**config.mk**
```make
export PLATFORM = sky130hd
export DESIGN_NAME = ecg_sample_unpack_scale_flat
export DESIGN_NICKNAME = d
export VERILOG_FILES = /design/src/sv/esus_pkg.sv /design/src/sv/esus_if.sv /design/src/sv/esus_front.sv /design/src/sv/esus_queue.sv /design/src/sv/esus_back.sv /design/src/sv/ecg_sample_unpack_scale.sv /design/src/flat_wrapper.sv
export SDC_FILE = /design/constraint.sdc
export NUM_CORES = 1
export LEC_CHECK = 0
export ABC_AREA = 1
export ABC_CLOCK_PERIOD_IN_PS = 5700
export BUFFER_PORTS_ARGS = -buffer_cell sky130_fd_sc_hd__buf_2
export CELL_PAD_IN_SITES_DETAIL_PLACEMENT = 1
export CELL_PAD_IN_SITES_GLOBAL_PLACEMENT = 2
export CORE_ASPECT_RATIO = 0.6
export CORE_MARGIN = 3
export CORE_UTILIZATION = 36
export CTS_CLUSTER_DIAMETER = 100
export DETAILED_ROUTE_END_ITERATION = 12
export PLACE_DENSITY_LB_ADDON = 0.1
export SYNTH_ARGS = -nofsm -noshare
export SYNTH_HDL_FRONTEND = slang
export SYNTH_SLANG_ARGS = --single-unit
```
**constraint.sdc**
```tcl
create_clock -name clk -period 5.7 [get_ports clk]
set_clock_uncertainty 0.05 [all_clocks]
set_input_delay 0.855 -clock clk [delete_from_list [all_inputs] [get_ports clk]]
set_output_delay 0.855 -clock clk [all_outputs]
set_load 0.05 [all_outputs]
```
**src/sv/esus_pkg.sv**
```systemverilog
`timescale 1ns / 1ps
package esus_pkg;

  localparam int BYTE_W     = 8;
  localparam int RAW_W      = 16;
  localparam int SMP12_W    = 12;
  localparam int ZERO_W     = 16;
  localparam int GAIN_W     = 25;
  localparam int PHYS_W     = 42;
  localparam int CFG_IDX_W  = 2;
  localparam int CFG_DATA_W = 25;
  localparam int NIB_SHIFT  = 4;

  localparam int QUEUE_DEPTH_DEF = 4;

  localparam logic [BYTE_W-1:0] NIB_HI = 8'hF0;
  localparam logic [BYTE_W-1:0] NIB_LO = 8'h0F;

  // Configuration register indexes.
  localparam logic [CFG_IDX_W-1:0] REG_FORMAT_MODE = 2'd0;
  localparam logic [CFG_IDX_W-1:0] REG_ADC_ZERO    = 2'd1;
  localparam logic [CFG_IDX_W-1:0] REG_GAIN_RECIP  = 2'd2;

  // Sample formats.
  localparam logic FMT_16  = 1'b0;
  localparam logic FMT_212 = 1'b1;

  localparam logic [GAIN_W-1:0] GAIN_RESET = 25'd16777216;

  typedef struct packed {
    logic                    channel;
    logic signed [RAW_W-1:0] raw;
  } sample_t;

endpackage

```
**src/sv/esus_if.sv**
```systemverilog
`timescale 1ns / 1ps
interface esus_in_if;
  logic                          valid;
  logic                          ready;
  logic [esus_pkg::BYTE_W-1:0]   data_byte;
  logic                          restart;

  modport source (output valid, output data_byte, output restart, input ready);
  modport sink   (input valid, input data_byte, input restart, output ready);
endinterface

interface esus_out_if;
  logic                               valid;
  logic                               ready;
  logic                               channel;
  logic signed [esus_pkg::RAW_W-1:0]  raw_sample;
  logic signed [esus_pkg::PHYS_W-1:0] physical_value;

  modport source (output valid, output channel, output raw_sample, output physical_value,
                  input ready);
  modport sink   (input valid, input channel, input raw_sample, input physical_value,
                  output ready);
endinterface

interface esus_cfg_if;
  logic                              valid;
  logic                              ready;
  logic [esus_pkg::CFG_IDX_W-1:0]    reg_index;
  logic [esus_pkg::CFG_DATA_W-1:0]   wr_data;

  modport source (output valid, output reg_index, output wr_data, input ready);
  modport sink   (input valid, input reg_index, input wr_data, output ready);
endinterface

```
**src/sv/esus_front.sv**
```systemverilog
`timescale 1ns / 1ps
module esus_front (
  input  logic                           clk,
  input  logic                           rst_n,
  input  logic                           format_mode,
  input  logic                           in_valid,
  output logic                           in_ready,
  input  logic [esus_pkg::BYTE_W-1:0]    data_byte,
  input  logic                           restart,
  input  logic                           q_full,
  output logic                           q_push,
  output esus_pkg::sample_t              q_data
);
  import esus_pkg::*;

  typedef enum logic [1:0] {PH_0, PH_1, PH_2, PH_3} phase_t;

  phase_t              phase_r, phase_nxt, ph;
  logic [BYTE_W-1:0]   first_r, first_nxt;
  logic [BYTE_W-1:0]   second_r, second_nxt;
  logic                accept;
  logic                emit;
  logic [SMP12_W-1:0]  v12;

  assign in_ready = !q_full;
  assign accept   = in_valid && in_ready;

  always_comb begin
    ph         = restart ? PH_0 : phase_r;
    phase_nxt  = phase_r;
    first_nxt  = first_r;
    second_nxt = second_r;
    emit       = 1'b0;
    v12        = '0;
    q_data     = '0;
    if (format_mode == FMT_16) begin
      phase_nxt = phase_t'(ph + 2'd1);
      if (ph == PH_0 || ph == PH_2) begin
        first_nxt = data_byte;
      end else begin
        emit           = 1'b1;
        q_data.channel = (ph == PH_3);
        q_data.raw     = $signed({data_byte, first_r});
      end
    end else begin
      // Phase three only follows a format switch mid-frame; it restarts the frame.
      case (ph)
        PH_1: begin
          second_nxt     = data_byte;
          v12            = {data_byte[NIB_SHIFT-1:0] & NIB_LO[NIB_SHIFT-1:0], first_r};
          emit           = 1'b1;
          q_data.channel = 1'b0;
          q_data.raw     = $signed({{(RAW_W-SMP12_W){v12[SMP12_W-1]}}, v12});
          phase_nxt      = PH_2;
        end
        PH_2: begin
          v12            = {second_r[BYTE_W-1:NIB_SHIFT], data_byte};
          emit           = 1'b1;
          q_data.channel = 1'b1;
          q_data.raw     = $signed({{(RAW_W-SMP12_W){v12[SMP12_W-1]}}, v12});
          phase_nxt      = PH_0;
        end
        default: begin
          first_nxt = data_byte;
          phase_nxt = PH_1;
        end
      endcase
    end
  end

  assign q_push = accept && emit;

  always_ff @(posedge clk) begin
    if (!rst_n) begin
      phase_r  <= PH_0;
      first_r  <= '0;
      second_r <= '0;
    end else if (accept) begin
      phase_r  <= phase_nxt;
      first_r  <= first_nxt;
      second_r <= second_nxt;
    end
  end

`ifndef NO_ASSERTIONS
  a_restart_212_silent: assert property (@(posedge clk) disable iff (!rst_n)
    (accept && restart && format_mode == FMT_212) |-> !q_push)
    else $error("restart byte in format 212 produced a sample");
  a_push_only_on_accept: assert property (@(posedge clk) disable iff (!rst_n)
    q_push |-> (in_valid && !q_full))
    else $error("sample pushed without an accepted item");
  a_212_never_phase3: assert property (@(posedge clk) disable iff (!rst_n)
    (accept && format_mode == FMT_212) |=> (phase_r != PH_3))
    else $error("format 212 left phase three");
`endif

endmodule

```
**src/sv/esus_queue.sv**
```systemverilog
`timescale 1ns / 1ps
module esus_queue #(
  parameter int DEPTH = esus_pkg::QUEUE_DEPTH_DEF
) (
  input  logic              clk,
  input  logic              rst_n,
  input  logic              push,
  input  esus_pkg::sample_t push_data,
  output logic              full,
  input  logic              pop,
  output esus_pkg::sample_t pop_data,
  output logic              empty
);
  import esus_pkg::*;

  localparam int PTR_W = $clog2(DEPTH);
  localparam int CNT_W = $clog2(DEPTH + 1);

  sample_t             mem [DEPTH];
  logic [PTR_W-1:0]    wr_ptr_r, rd_ptr_r;
  logic [CNT_W-1:0]    count_r;

  assign full     = (count_r == CNT_W'(DEPTH));
  assign empty    = (count_r == '0);
  assign pop_data = mem[rd_ptr_r];

  always_ff @(posedge clk) begin
    if (push) begin
      mem[wr_ptr_r] <= push_data;
    end
  end

  always_ff @(posedge clk) begin
    if (!rst_n) begin
      wr_ptr_r <= '0;
      rd_ptr_r <= '0;
      count_r  <= '0;
    end else begin
      if (push) begin
        wr_ptr_r <= (wr_ptr_r == PTR_W'(DEPTH - 1)) ? '0 : wr_ptr_r + 1'b1;
      end
      if (pop) begin
        rd_ptr_r <= (rd_ptr_r == PTR_W'(DEPTH - 1)) ? '0 : rd_ptr_r + 1'b1;
      end
      if (push && !pop) begin
        count_r <= count_r + 1'b1;
      end else if (pop && !push) begin
        count_r <= count_r - 1'b1;
      end
    end
  end

`ifndef NO_ASSERTIONS
  a_count_bound: assert property (@(posedge clk) disable iff (!rst_n)
    count_r <= CNT_W'(DEPTH))
    else $error("queue count exceeds depth");
  a_push_grows: assert property (@(posedge clk) disable iff (!rst_n)
    (push && !pop) |=> (count_r == $past(count_r) + 1'b1))
    else $error("queue count did not grow on push");
  a_pop_shrinks: assert property (@(posedge clk) disable iff (!rst_n)
    (pop && !push) |=> (count_r == $past(count_r) - 1'b1))
    else $error("queue count did not shrink on pop");
`endif

endmodule

```
**src/sv/esus_back.sv**
```systemverilog
`timescale 1ns / 1ps
module esus_back (
  input  logic                              clk,
  input  logic                              rst_n,
  input  logic signed [esus_pkg::ZERO_W-1:0] adc_zero,
  input  logic [esus_pkg::GAIN_W-1:0]        gain_recip,
  input  logic                              q_empty,
  input  esus_pkg::sample_t                 q_data,
  output logic                              q_pop,
  esus_out_if.source                        out_ch
);
  import esus_pkg::*;

  localparam int DIFF_W = RAW_W + 1;
  localparam int PROD_W = DIFF_W + GAIN_W + 1;

  logic                     s1_v_r;
  sample_t                  s1_smp_r;
  logic signed [DIFF_W-1:0] diff_r;
  logic signed [PROD_W-1:0] prod;
  logic                     s2_v_r;
  logic                     s2_ch_r;
  logic signed [RAW_W-1:0]  s2_raw_r;
  logic signed [PHYS_W-1:0] s2_phys_r;
  logic                     s2_take, s1_take;

  // Stage two is the output register; stage one feeds it whenever it frees up.
  assign s2_take = !s2_v_r || out_ch.ready;
  assign s1_take = !s1_v_r || s2_take;
  assign q_pop   = !q_empty && s1_take;

  assign prod = diff_r * $signed({1'b0, gain_recip});

  always_ff @(posedge clk) begin
    if (!rst_n) begin
      s1_v_r <= 1'b0;
      s2_v_r <= 1'b0;
    end else begin
      if (s1_take) begin
        s1_v_r <= q_pop;
      end
      if (s2_take) begin
        s2_v_r <= s1_v_r;
      end
    end
  end

  always_ff @(posedge clk) begin
    if (q_pop) begin
      s1_smp_r <= q_data;
      diff_r   <= $signed({q_data.raw[RAW_W-1], q_data.raw})
                - $signed({adc_zero[ZERO_W-1], adc_zero});
    end
    if (s2_take && s1_v_r) begin
      s2_ch_r   <= s1_smp_r.channel;
      s2_raw_r  <= s1_smp_r.raw;
      s2_phys_r <= prod[PHYS_W-1:0];
    end
  end

  assign out_ch.valid          = s2_v_r;
  assign out_ch.channel        = s2_ch_r;
  assign out_ch.raw_sample     = s2_raw_r;
  assign out_ch.physical_value = s2_phys_r;

`ifndef NO_ASSERTIONS
  a_pop_loads_s1: assert property (@(posedge clk) disable iff (!rst_n)
    q_pop |=> s1_v_r)
    else $error("popped sample missing from stage one");
  a_s1_moves: assert property (@(posedge clk) disable iff (!rst_n)
    (s1_v_r && s2_take) |=> s2_v_r)
    else $error("stage one sample did not reach the output");
  a_s1_holds: assert property (@(posedge clk) disable iff (!rst_n)
    (s1_v_r && !s2_take) |=> (s1_v_r && $stable(diff_r)))
    else $error("stalled stage one sample was lost");
`endif

endmodule

```
**src/sv/ecg_sample_unpack_scale.sv**
```systemverilog
`timescale 1ns / 1ps
// A byte that completes a sample is written into the sample queue; the sample then passes
// through the scaler's input register and its output register before it is offered on the output.
// Throughput: one byte per cycle, sustained while the output is taken every cycle;
// the sample queue between decoder and scaler absorbs short output stalls.
// Reset (synchronous, active low): byte phase returns to frame start, registers take
// their reset values and the queue and scaler pipeline empty. No clearing pass.
module ecg_sample_unpack_scale #(
  parameter int QUEUE_DEPTH = esus_pkg::QUEUE_DEPTH_DEF
) (
  input  logic       clk,
  input  logic       rst_n,
  esus_in_if.sink    in_ch,
  esus_out_if.source out_ch,
  esus_cfg_if.sink   cfg_ch
);
  import esus_pkg::*;

  logic                     format_mode_r;
  logic signed [ZERO_W-1:0] adc_zero_r;
  logic [GAIN_W-1:0]        gain_recip_r;
  logic                     q_push, q_pop, q_full, q_empty;
  sample_t                  q_wdata, q_rdata;

  assign cfg_ch.ready = 1'b1;

  always_ff @(posedge clk) begin
    if (!rst_n) begin
      format_mode_r <= FMT_212;
      adc_zero_r    <= '0;
      gain_recip_r  <= GAIN_RESET;
    end else if (cfg_ch.valid) begin
      case (cfg_ch.reg_index)
        REG_FORMAT_MODE: format_mode_r <= cfg_ch.wr_data[0];
        REG_ADC_ZERO:    adc_zero_r    <= $signed(cfg_ch.wr_data[ZERO_W-1:0]);
        REG_GAIN_RECIP:  gain_recip_r  <= cfg_ch.wr_data[GAIN_W-1:0];
        default: ;
      endcase
    end
  end

  esus_front u_front (
    .clk         (clk),
    .rst_n       (rst_n),
    .format_mode (format_mode_r),
    .in_valid    (in_ch.valid),
    .in_ready    (in_ch.ready),
    .data_byte   (in_ch.data_byte),
    .restart     (in_ch.restart),
    .q_full      (q_full),
    .q_push      (q_push),
    .q_data      (q_wdata)
  );

  esus_queue #(.DEPTH(QUEUE_DEPTH)) u_queue (
    .clk       (clk),
    .rst_n     (rst_n),
    .push      (q_push),
    .push_data (q_wdata),
    .full      (q_full),
    .pop       (q_pop),
    .pop_data  (q_rdata),
    .empty     (q_empty)
  );

  esus_back u_back (
    .clk        (clk),
    .rst_n      (rst_n),
    .adc_zero   (adc_zero_r),
    .gain_recip (gain_recip_r),
    .q_empty    (q_empty),
    .q_data     (q_rdata),
    .q_pop      (q_pop),
    .out_ch     (out_ch)
  );

endmodule

```
**src/flat_wrapper.sv**
```systemverilog
// flat-port wrapper written by rule: the top's interface ports become plain ports
module ecg_sample_unpack_scale_flat import esus_pkg::*;
#(
  parameter int QUEUE_DEPTH = esus_pkg::QUEUE_DEPTH_DEF
)
  (clk, rst_n, in_ch_valid, in_ch_data_byte, in_ch_restart, in_ch_ready, out_ch_valid, out_ch_channel, out_ch_raw_sample, out_ch_physical_value, out_ch_ready, cfg_ch_valid, cfg_ch_reg_index, cfg_ch_wr_data, cfg_ch_ready);
  esus_in_if in_ch_i ();
  esus_out_if out_ch_i ();
  esus_cfg_if cfg_ch_i ();
  input  logic clk;
  input  logic rst_n;
  input wire logic [$bits(in_ch_i.valid)-1:0] in_ch_valid;
  input wire logic [$bits(in_ch_i.data_byte)-1:0] in_ch_data_byte;
  input wire logic [$bits(in_ch_i.restart)-1:0] in_ch_restart;
  output wire logic [$bits(in_ch_i.ready)-1:0] in_ch_ready;
  output wire logic [$bits(out_ch_i.valid)-1:0] out_ch_valid;
  output wire logic [$bits(out_ch_i.channel)-1:0] out_ch_channel;
  output wire logic [$bits(out_ch_i.raw_sample)-1:0] out_ch_raw_sample;
  output wire logic [$bits(out_ch_i.physical_value)-1:0] out_ch_physical_value;
  input wire logic [$bits(out_ch_i.ready)-1:0] out_ch_ready;
  input wire logic [$bits(cfg_ch_i.valid)-1:0] cfg_ch_valid;
  input wire logic [$bits(cfg_ch_i.reg_index)-1:0] cfg_ch_reg_index;
  input wire logic [$bits(cfg_ch_i.wr_data)-1:0] cfg_ch_wr_data;
  output wire logic [$bits(cfg_ch_i.ready)-1:0] cfg_ch_ready;
  assign in_ch_i.valid = in_ch_valid;
  assign in_ch_i.data_byte = in_ch_data_byte;
  assign in_ch_i.restart = in_ch_restart;
  assign in_ch_ready = in_ch_i.ready;
  assign out_ch_valid = out_ch_i.valid;
  assign out_ch_channel = out_ch_i.channel;
  assign out_ch_raw_sample = out_ch_i.raw_sample;
  assign out_ch_physical_value = out_ch_i.physical_value;
  assign out_ch_i.ready = out_ch_ready;
  assign cfg_ch_i.valid = cfg_ch_valid;
  assign cfg_ch_i.reg_index = cfg_ch_reg_index;
  assign cfg_ch_i.wr_data = cfg_ch_wr_data;
  assign cfg_ch_ready = cfg_ch_i.ready;
  ecg_sample_unpack_scale #(.QUEUE_DEPTH(QUEUE_DEPTH)) u_core (.clk(clk), .rst_n(rst_n), .in_ch(in_ch_i), .out_ch(out_ch_i), .cfg_ch(cfg_ch_i));
endmodule
```
=== Word-level counts from Yosys, hierarchy flattened ===
Memory sizes are Yosys's and may differ from the RTL's. A register that Yosys moved wholly into a read port is not among the register bits.
Cells that the tools add are included.

* Add/subtract/negate cells: 6
* Multiply operators: 1
* Eq/ne operators: 9
* Muxes and demuxes: 20
* Reduce and logical (&&, ||, !) cells: 26

{| class="wikitable"
|+ Operators with widths
! operator !! number
|-
| $mul 17x26->42 || 1
|-
| $mux 17 || 2
|-
| $pmux 17 s2 || 1
|-
| $mux 8 || 3
|-
| $sub 16x16->17 || 1
|-
| $mux 2 || 6
|-
| $eq 2x2->1 const B || 5
|-
| $add 2x1->2 const B || 3
|-
| $logic_and 1x1->1 || 6
|-
| $logic_not 1->1 || 6
|-
| $mux 3 || 2
|-
| $reduce_and 2->1 || 3
|-
| $reduce_and 3->1 || 2
|-
| $mux 1 || 5
|-
| $eq 2x1->1 const B || 2
|-
| $logic_not 2->1 || 2
|-
| $pmux 2 s2 || 1
|-
| $reduce_bool 2->1 || 2
|-
| $add 3x1->3 const B || 1
|-
| $eq 3x3->1 const B || 1
|-
| $logic_not 3->1 || 1
|-
| $logic_or 1x1->1 || 3
|-
| $sub 3x1->3 const B || 1
|-
| $ne 2x2->1 const B || 1
|-
| $reduce_or 2->1 || 1
|}

* Flip-flop bits (word level): 162
* Bits in writable memories: 68
* Input port bits: 41
* Output and inout bits: 62
* Word-level logic and storage cells: 80
* Memories kept: 1

{| class="wikitable"
|+ Memories
! name !! words !! bits a word !! rd ports !! clocked after Yosys merged registers in !! wr ports !! RTL line !! RTL
|-
| u_core.u_queue.mem || 4 || 17 || 1 || 1 || 1 || esus_queue.sv:19 || <nowiki>sample_t mem [DEPTH];</nowiki>
|}

=== Logic depth before layout (Yosys ltp) ===
Gate-level depths: netlist of the first run.

* Depth after elaboration: 10
* Gate-level depth with buffers: 29
* Gate-level depth less buffers: 27

=== Hierarchy ===
A second synthesis of the first run with hierarchy kept.

* Cell total of the unflattened synthesis: 3036
* Area, all modules: 24577.3 um^2

{| class="wikitable"
|+ By module, submodules not included
! module !! instances !! cells an instance !! area each (um^2) !! seq. area each (um^2)
|-
| esus_back || 1 || 2388 || 18836.8 || 2832.7
|-
| esus_queue || 1 || 223 || 3039.2 || 2222.1
|-
| ecg_sample_unpack_scale || 1 || 268 || 1717.9 || 840.8
|-
| esus_front || 1 || 157 || 983.4 || 280.3
|}

=== Worst setup path after synthesis of the first run ===
OpenSTA, ideal clock, no wires.

* Kind: reg-to-reg
* Start: register u_core.gain_recip_r[23]
* End: register u_core.u_back.s2_phys_r[37], in the netlist u_core.u_back.out_ch.physical_value[37] (data pin)
* Arrival time: 5205 ps
* Setup slack: 192 ps
* Cell stages (with the launch flop): 28
* Path buffers: 2
* Period minus slack after synthesis: 5508 ps
* Cell sequence: dfxtp_1 clkbuf_1 clkbuf_1 nand2_1 fa_1 inv_1 fa_1 inv_1 fa_1 inv_1 fa_1 fa_1 inv_1 fa_1 inv_1 ha_1 nand2_1 inv_1 nand2_1 inv_1 nand2_1 nand2_1 inv_1 nor2_1 nor2_1 nand2_1 nand2_1 nand2_1

* Longest elaborated chain between the ends: 1

{| class="wikitable"
|+ Ends and longest elaborated chain
! item !! RTL line !! RTL
|-
| start: declaration || ecg_sample_unpack_scale.sv:21 || <nowiki>logic [GAIN_W-1:0] gain_recip_r;</nowiki>
|-
| start signal: assignment || ecg_sample_unpack_scale.sv:36 || <nowiki>REG_GAIN_RECIP: gain_recip_r <= cfg_ch.wr_data[GAIN_W-1:0];</nowiki>
|-
| $mul 17x26->42 || esus_back.sv:32 || <nowiki>assign prod = diff_r * $signed({1'b0, gain_recip});</nowiki>
|-
| named net u_core.u_back.prod[37] || esus_back.sv:20 || <nowiki>logic signed [PROD_W-1:0] prod;</nowiki>
|-
| end signal: assignment || esus_back.sv:57 || <nowiki>s2_phys_r <= prod[PHYS_W-1:0];</nowiki>
|-
| end: declaration || esus_back.sv:24 || <nowiki>logic signed [PHYS_W-1:0] s2_phys_r;</nowiki>
|}

The timed path passes the listed nets, and every way through them passes these cells.
A chain may end at the register's enable or synchronous reset.

=== Final worst setup path of the first run ===
* Start: register u_core.u_back.diff_r[16]
* End: register u_core.u_back.s2_phys_r[41], in the netlist u_core.u_back.out_ch.physical_value[41] (data pin)

* Longest elaborated chain between the ends: 1

{| class="wikitable"
|+ Ends and longest elaborated chain
! item !! RTL line !! RTL
|-
| start: declaration || esus_back.sv:19 || <nowiki>logic signed [DIFF_W-1:0] diff_r;</nowiki>
|-
| start signal: assignment || esus_back.sv:51 || <nowiki>diff_r <= $signed({q_data.raw[RAW_W-1], q_data.raw})</nowiki>
|-
| $mul 17x26->42 || esus_back.sv:32 ||
|-
| named net u_core.u_back.prod[41] || esus_back.sv:20 ||
|}

The timed path passes the listed nets, and every way through them passes these cells.

==> results of run 1 <==
[layer usage]
| metal | wire, µm | up-vias | global-route usage, % |
|---|---|---|---|
| li1 | - | 8820 | - |
| met4 | 927 | 0 | 3.19 |
| met3 | 3020 | 62 | 2.75 |
| met2 | 32000 | 270 | 33.9 |
| met1 | 38700 | 9558 | 33.0 |
| met5 | 0 | - | 0 |
[worst max path at each step]
| stage | startpoint | to | slack (ns) | cells after the start |
|---|---|---|---|---|
| finish | u_core.u_back.diff_r[16]$_DFFE_PP_ | u_core.u_back.out_ch.physical_value[41]$_DFFE_PP_ | 0.1 | 24 |
| global route | u_core.u_back.diff_r[5]$_DFFE_PP_ | u_core.u_back.out_ch.physical_value[41]$_DFFE_PP_ | -0.14 | 25 |
| CTS | u_core.u_back.diff_r[5]$_DFFE_PP_ | u_core.u_back.out_ch.physical_value[39]$_DFFE_PP_ | 0.002 | 24 |
| detailed placement | u_core.u_back.diff_r[5]$_DFFE_PP_ | u_core.u_back.out_ch.physical_value[40]$_DFFE_PP_ | -0.31 | 23 |
| global placement | u_core.u_back.diff_r[5]$_DFFE_PP_ | u_core.u_back.out_ch.physical_value[40]$_DFFE_PP_ | -0.24 | 24 |
| floorplan | u_core.gain_recip_r[23]$_SDFFE_PN0P_ | u_core.u_back.out_ch.physical_value[37]$_DFFE_PP_ | 0.19 | 27 |
[layout make-up]
cell class | count | share of cell area, %
multi-input combinational | 1738 | 53.1
sequential | 228 | 21.4
inverter | 774 | 10.1
timing repair buffer | 298 | 8.41
tap | 888 | 3.85
clock buffer | 30 | 2.27
clock inverter | 15 | 0.846
antenna | 2 | 0.0173
[critical path: stages, from the launching register on]
cell,delay [ns]
edfxtp_1,0.37
clkinvlp_4,0.13
buf_12,0.14
buf_4,0.12
or2_4,0.22
fa_2,0.42
fa_1,0.51
inv_2,0.05
fa_1,0.53
fa_2,0.47
fa_1,0.51
inv_1,0.06
fa_1,0.51
inv_2,0.05
ha_4,0.31
nand2_4,0.07
nor2_2,0.11
nand2_1,0.08
inv_2,0.10
nand3_2,0.11
nand3_4,0.12
nand2_4,0.06
buf_4,0.13
nand3_1,0.06
nand2_1,0.06
[cells in the mapped netlist]
master and n:
nor4_1 2, nand3_1 36, clkinv_1 3, inv_2 3, a21boi_0 2, o21ai_1 1
and2_1 2, a211oi_1 1, conb_1 1, fa_1 346, nand2_1 688, or2_2 9
nand4_1 1, nand3_2 6, or2_4 1, inv_1 768, xnor2_1 11, a32oi_1 2
nand2_2 15, a21o_1 2, edfxtp_1 161, o22ai_1 18, o21ai_2 4, buf_6 1
ha_1 166, o211a_1 1, buf_1 4, nor2_4 2, a21oi_1 90, nor2_2 8
o21ai_0 118, o21bai_1 5, dfxtp_1 67, buf_2 3, nor2_1 156, a31oi_1 3
xor2_1 25, nor3_1 15, nand3b_1 1, clkbuf_1 116, buf_4 1
[sequential cells by signal (all words and copies together) (netlist names), 2 cells and up, named ones only]
name and cells:
u_core.u_queue.mem 68, u_core.u_back.out_ch.physical_value 42, u_core.gain_recip_r 25, u_core.u_back.diff_r 17
u_core.u_back.s1_smp_r 17, u_core.adc_zero_r 16, u_core.u_back.out_ch.raw_sample 16, u_core.u_front.first_r 8
u_core.u_front.second_r 4, u_core.u_queue.count_r 3, u_core.u_front.phase_r 2, u_core.u_queue.rd_ptr_r 2
u_core.u_queue.wr_ptr_r 2
[metrics by stage]
stage          worst slack [ns]  TNS, ns
2_1_floorplan             0.192        0
3_3_place_gp             -0.241    -1.72
3_5_place_dp             -0.313    -3.07
4_1_cts                 0.00228        0
5_1_grt                  -0.141    -1.48
6_report                 0.0992        0
[cells by family after synthesis]
| group | after synthesis | synth area share [%] |
|---|---|---|
| simple gates | 942 | 15.7 |
| buf+inv | 899 | 14.1 |
| fa+ha+maj | 512 | 37.6 |
| compound gates | 247 | 5.49 |
| flops | 228 | 25.8 |
| xor+xnor | 36 | 1.32 |
| other cells | 1 | 0.0157 |
[timing repair]
item / CTS / global route
hold buffers: 0 / 0
hold endpoints to repair: 0 / 0
buffers inserted: 5 / 19
gates resized for setup: 42 / 224
pin swaps: 13 / 63
endpoints found under the setup margin: 22 / 25
gates cloned: 0 / 4
==> parameters.txt, run 1 <==
Parameter                              Value

Floorplan
  Standard-cell row count ... 72
  Die height ... between 200 and 250 µm
  Initial standard-cell utilization of the core ... a little under two fifths
  Floorplan die area ... around 70,000 µm²
  Die X-Extent ... 339 µm
  Core area ... 65,100 µm²
  Total I/O pin count ... 103

Global routing
  Number of antenna violations at the first check in global routing ... 0
  Wire length of the first global-routing pass ... 118 mm
  Largest net degree at the start of global routing ... 38
  GR Overflow Total ... 0
  Number of global-route vias before repair ... 20,829
  Tot GR Track Use ... between 20% and 30%

Timing
  Number of max-slew violations in the final report ... 0
  Unrepaired setup endpoints after global routing ... true
  Highest Clock Rate ... 0.179 GHz
  Number of failing setup endpoints in the final timing report ... 0
  Fin Hold WS ... about 0.37 ns
  Final hold viol count ... 0
  Time the worst path needs with I/O delays and setup ... 5.60 ns
  Worst max-slew margin expressed relative to the limit ... 13.0%
  Tcrit/Tclk final ... 98.3%
  Worst Max-Slew Pin Slew ... 1.29 ns

Finish
  Final cell utilization of the core ... between 40 and 50%
  Most frequent standard cell in the layout excluding fill and tap cells ... inv_1
  Post-layout net count ... 3,618
  Finished Layout Cells ... 3,973
  Share of layout cells above drive strength 1 ... 19.0%
  Storage cell area ... slightly above 6000 µm²
  Synth-to-Final Area Change ... 20.4%
  Multi-input gate area in the final layout ... 15,300 µm²
  Final Instance Area ... 28,900 µm²
  Number of fill cells in the layout ... 7,668
  Most frequent cells in the layout ... inv_1, nand2_1, fa_1

Clocking
  Clock Tree Buf Depth ... 3
  Clk_lat worst skew ... 0.58 ns
  CTS H-Tree Depth ... 1
  Clk slew on worst S/H paths ... ~0.070 ns
  TritonCTS clock tree ... built
  Number of buffers inserted during clock tree synthesis ... 25
  Clock Tree Root ... clkbuf_16
  Sinks on the clock net ... roughly 230

Critical path
  Category of the most critical setup path ... flip-flop to flip-flop
  Reg2Reg Launch Point ... u_core.u_back.diff_r[16]$_DFFE_PP_
  Reg2Reg Depth ... 24
  Critical register-to-register path endpoint ... u_core.u_back.out_ch.physical_value[41]$_DFFE_PP_
  Worst R2R Setup Slack ... 0.1 ns
  Largest fanout on the critical path ... 4
  WP data arrival ... 5.89 ns
  Startpoint type of the worst setup path ... flip-flop
  Required time at the worst-slack endpoint ... 5.99 ns
  Worst setup EP type ... flip-flop

Routing
  Vias/cell ... 4.71
  Total number of vias ... 18,710
  Drc violations ... 0
  Overall routed net length ... 74.7 mm
  Count of antenna-violating nets left after detailed routing ... 0
  Routed WL per cell ... approximately 19 µm
  DRC marker count from the first detailed-route iteration ... a little under 1,000
  First-pass detailed-route iteration total ... 5

Worst hold path
  Class of the worst hold path ... flip-flop to flip-flop
  Worst hold path depth ... 0
  Start point of the worst min-delay path ... u_core.u_back.s1_smp_r[9]$_DFFE_PP_
  Hold endpoint ... u_core.u_back.out_ch.raw_sample[9]$_DFFE_PP_

Logic synthesis
  Top-area cell type share of the netlist area ... between 20% and 30%
  Seq/Total Area, Yosys ... 25.8%
  Dominant cells by area after synthesis ... fa_1, edfxtp_1, inv_1
  Syn Nets ... around 3,400
  Synthesized flop and latch total ... 228
  Number of instances in the synthesized netlist ... 2,865
  Avg Synthesized Cell Area ... 8.36 µm²
  Number of distinct library cells after synthesis ... 41
  Total standard cell area after synthesis ... about 24,000 µm²
  Number of warnings issued by yosys ... 0
  Library cell with the largest summed area after synthesis ... fa_1

Placement
  Number of buffer cells added on primary ports ... 101
  # placed instances ... 3,898
  Routability cong. ... 0.830
  DP Wirelength ... 61.0 mm
  Total placed instance area ... 26,700 µm²

Flow run
  Max capacitance violation total ... 0

Status
  Outcome ... finished, final reports clean
Power of run 1 is left out: the tool's default activity adds up to more than one toggle a clock period on the data nets, which glitch-free logic cannot reach.
==> run 2: changes to the inputs <==
--- a/config.mk
+++ b/config.mk
@@ -16,6 +16,8 @@
 export CTS_CLUSTER_DIAMETER = 100
 export DETAILED_ROUTE_END_ITERATION = 12
 export PLACE_DENSITY_LB_ADDON = 0.1
+export RECOVER_POWER = 100
+export SLEW_MARGIN = 20
 export SYNTH_ARGS = -nofsm -noshare
 export SYNTH_HDL_FRONTEND = slang
 export SYNTH_SLANG_ARGS = --single-unit
==> run 2 against run 1 <==
  * The flow now finishes with violations (capacitance limit, slew limit)
  * Sequential cell count stayed put
  * Worst hold slack worse by 0.0011 ns
  * Core utilization is 0.24 points lower
  * First-iteration DRC count is 0.81% lower
  * Global-route usage stayed put
  * Via count hardly changed
  * Fmax hardly changed
  * Final area is 0.54% lower
  * Register-to-register slack hardly changed
  * Critical endpoint unchanged
==> parameters.txt, run 2 (synthesis results as in run 1) <==
Parameter                              Value

Critical path
  Reg2Reg Depth ... 24 (unchanged)
  Required time at the worst-slack endpoint ... 5.99 ns (about the same)
  Startpoint type of the worst setup path ... flip-flop
  CP max-delay cell ... fa_1
  Largest fanout on the critical path ... 4 (unchanged)
  Critical register-to-register path endpoint ... u_core.u_back.out_ch.physical_value[41]$_DFFE_PP_
  Most Frequent Cell on Critical Path ... fa_1
  Worst R2R Setup Slack ... 0.1 ns (about the same)
  Cells traversed along the worst timing path ... clkinvlp_4 > buf_12 > buf_4 > or2_4 > fa_2 > fa_1 > inv_2 > fa_1 > fa_2 > fa_1 > inv_1 > fa_1 > inv_2 > ha_4 > nand2_4 > nor2_2 > nand2_1 > inv_2 > nand3_2 > nand3_4 > nand2_4 > buf_4 > nand3_1 > nand2_1
  Category of the most critical setup path ... flip-flop to flip-flop
  Reg2Reg Launch Point ... u_core.u_back.diff_r[16]$_DFFE_PP_
  WP data arrival ... 5.89 ns (about the same)
  Worst setup EP type ... flip-flop
  Slowest Stage Delay on Critical Path ... 0.53 ns (about the same)

Routing
  Vias/cell ... 4.71 (about the same)
  Count of antenna-violating nets left after detailed routing ... 0 (unchanged)
  Drc violations ... 0 (unchanged)
  Total number of vias ... 18,698 (-0.064%)
  First-pass detailed-route iteration total ... 5 (unchanged)
  Overall routed net length ... 74.8 mm (about the same)
  Routed WL per cell ... 18.8 µm (about the same)
  DRC marker count from the first detailed-route iteration ... 981 (-0.81%)

Finish
  Number of fill cells in the layout ... 7,704 (+0.47%)
  Synth-to-Final Area Change ... 19.8%
  Top register by number of flip-flops ... u_core.u_queue.mem
  Most frequent standard cell in the layout excluding fill and tap cells ... inv_1
  Most frequent cells in the layout ... inv_1, nand2_1, fa_1
  Share of layout cells above drive strength 1 ... 16.3% (-2.7 points)
  Flip-flop count of the largest register after layout ... 68 (unchanged)
  Post-layout net count ... 3,618 (unchanged)

Floorplan
  Initial standard-cell utilization of the core ... 36.8% (unchanged)
  Core area ... 65,100 µm² (unchanged)
  Floorplan die area ... 69,800 µm² (unchanged)
  Total I/O pin count ... 103 (unchanged)
  Standard-cell row count ... 72 (unchanged)
  Die height ... 206 µm (unchanged)
  Die X-Extent ... 339 µm (unchanged)

Clocking
  Clk_lat worst skew ... 0.57 ns (about the same)
  CTS H-Tree Depth ... 1 (unchanged)
  Clk slew on worst S/H paths ... 0.07 ns (about the same)
  Clock Tree Buf Depth ... 3 (unchanged)
  Sinks on the clock net ... 228 (unchanged)
  TritonCTS clock tree ... built
  Number of hold buffers added after cts ... 0 (unchanged)
  Number of buffers inserted during clock tree synthesis ... 25 (unchanged)
  Clock Tree Root ... clkbuf_16

Worst hold path
  Class of the worst hold path ... flip-flop to flip-flop
  Start point of the worst min-delay path ... u_core.u_back.s1_smp_r[12]$_DFFE_PP_
  Hold endpoint ... u_core.u_back.out_ch.raw_sample[12]$_DFFE_PP_
  Worst hold path depth ... 0 (unchanged)

Timing
  Total Neg Setup Slack ... 0 ns (unchanged)
  Number of failing setup endpoints in the final timing report ... 0 (unchanged)
  Highest Clock Rate ... 0.178 GHz (about the same)
  Tcrit/Tclk final ... 98.3% (about the same)
  Final hold viol count ... 0 (unchanged)
  Final worst slack ... 0.0972 ns (-0.00197 ns)
  Unrepaired setup endpoints after global routing ... true
  Worst Max-Slew Pin Slew ... 2.97 ns (+1.68 ns)
  Worst max-slew margin expressed relative to the limit ... -98.2% (-110 points)
  Time the worst path needs with I/O delays and setup ... 5.60 ns (+0.00197 ns)
  Number of max-slew violations in the final report ... 113 (+113)

Global routing
  GR Overflow Total ... 0 (unchanged)
  Largest net degree at the start of global routing ... 38 (unchanged)
  Wire length of the first global-routing pass ... 118 mm (unchanged)
  Tot GR Track Use ... 21.8% (unchanged)
  Number of global-route vias before repair ... 20,829 (unchanged)
  Number of antenna violations at the first check in global routing ... 0 (unchanged)

Placement
  Number of buffer cells added on primary ports ... 101 (unchanged)
  Pre-CTS setup slack ... -0.313 ns (unchanged)
  DP Wirelength ... 61.0 mm (about the same)
  Routability cong. ... 0.830 (unchanged)

Status
  Violations in the final reports ... capacitance limit, slew limit
  Outcome ... finished with violations

Flow run
  Max capacitance violation total ... 4 (+4)
[run 2: changes by cell type in the layout (fill, tap and decap cells not counted), sizes merged]
cell and change:
buf -73, clkbuf +73, clkinv +2, diode -1, inv -2
[run 2: critical path: cells and delay by family, from the launching register on]
kind | cells | cell delay [ns]
adders and majority gates | 7 | 3.26
buffers and inverters | 8 | 0.78
DFF | 1 | 0.37
and+or+nand+nor | 9 | 0.90
[run 2: layer usage]
layer	up-vias	global-route usage [%]	wire length [µm]
met5	-	0	0
met2	241	33.9	32000
met1	9580	33.0	38900
li1	8817	-	-
met4	0	3.19	909
met3	60	2.75	2920
[run 2: stage by stage]
| stage | hold WS [ns] | std cells | utilization [%] | area (µm²) |
|---|---|---|---|---|
| 6_report | 0.369 | 3972 | 44.1 | 28700 |
| 5_1_grt | 0.373 | 3971 | 44.1 | 28700 |
| 4_1_cts | 0.370 | 3948 | 42.7 | 27800 |
| 3_5_place_dp | 0.355 | 3898 | 41.0 | 26700 |
| 3_3_place_gp | 0.352 | 3898 | 41.0 | 26700 |
| 2_1_floorplan | 0.350 | 2865 | - | 24000 |
[run 2: worst max-delay path by stage]
stage,to,startpoint,slack (ns),depth (start not counted)
3_3_place_gp,u_core.u_back.out_ch.physical_value[40]$_DFFE_PP_,u_core.u_back.diff_r[5]$_DFFE_PP_,-0.24,24
6_report,u_core.u_back.out_ch.physical_value[41]$_DFFE_PP_,u_core.u_back.diff_r[16]$_DFFE_PP_,0.1,24
5_1_grt,u_core.u_back.out_ch.physical_value[41]$_DFFE_PP_,u_core.u_back.diff_r[5]$_DFFE_PP_,-0.14,25
3_5_place_dp,u_core.u_back.out_ch.physical_value[40]$_DFFE_PP_,u_core.u_back.diff_r[5]$_DFFE_PP_,-0.31,23
2_1_floorplan,u_core.u_back.out_ch.physical_value[37]$_DFFE_PP_,u_core.gain_recip_r[23]$_SDFFE_PN0P_,0.19,27
4_1_cts,u_core.u_back.out_ch.physical_value[39]$_DFFE_PP_,u_core.u_back.diff_r[5]$_DFFE_PP_,0.002,24
[run 2: layout make-up]
cell class / count / area, µm² / share of cell area [%]
antenna: 1 / 2.50 / 0.00872
clock buffer: 30 / 654 / 2.28
clock inverter: 15 / 244 / 0.850
inverter: 774 / 2910 / 10.2
multi-input combinational: 1738 / 15300 / 53.2
sequential: 228 / 6190 / 21.6
tap: 888 / 1110 / 3.87
timing repair buffer: 298 / 2310 / 8.05
[run 2: repair_timing]
| action | 4_1_cts | 5_1_grt |
|---|---|---|
| buffers inserted | 5 | 19 |
| gates cloned | 0 | 4 |
| pin swaps | 13 | 63 |
| gates resized for setup | 42 | 224 |
| setup endpoints to repair | 22 | 25 |
Power of run 2 is left out for the same reason.
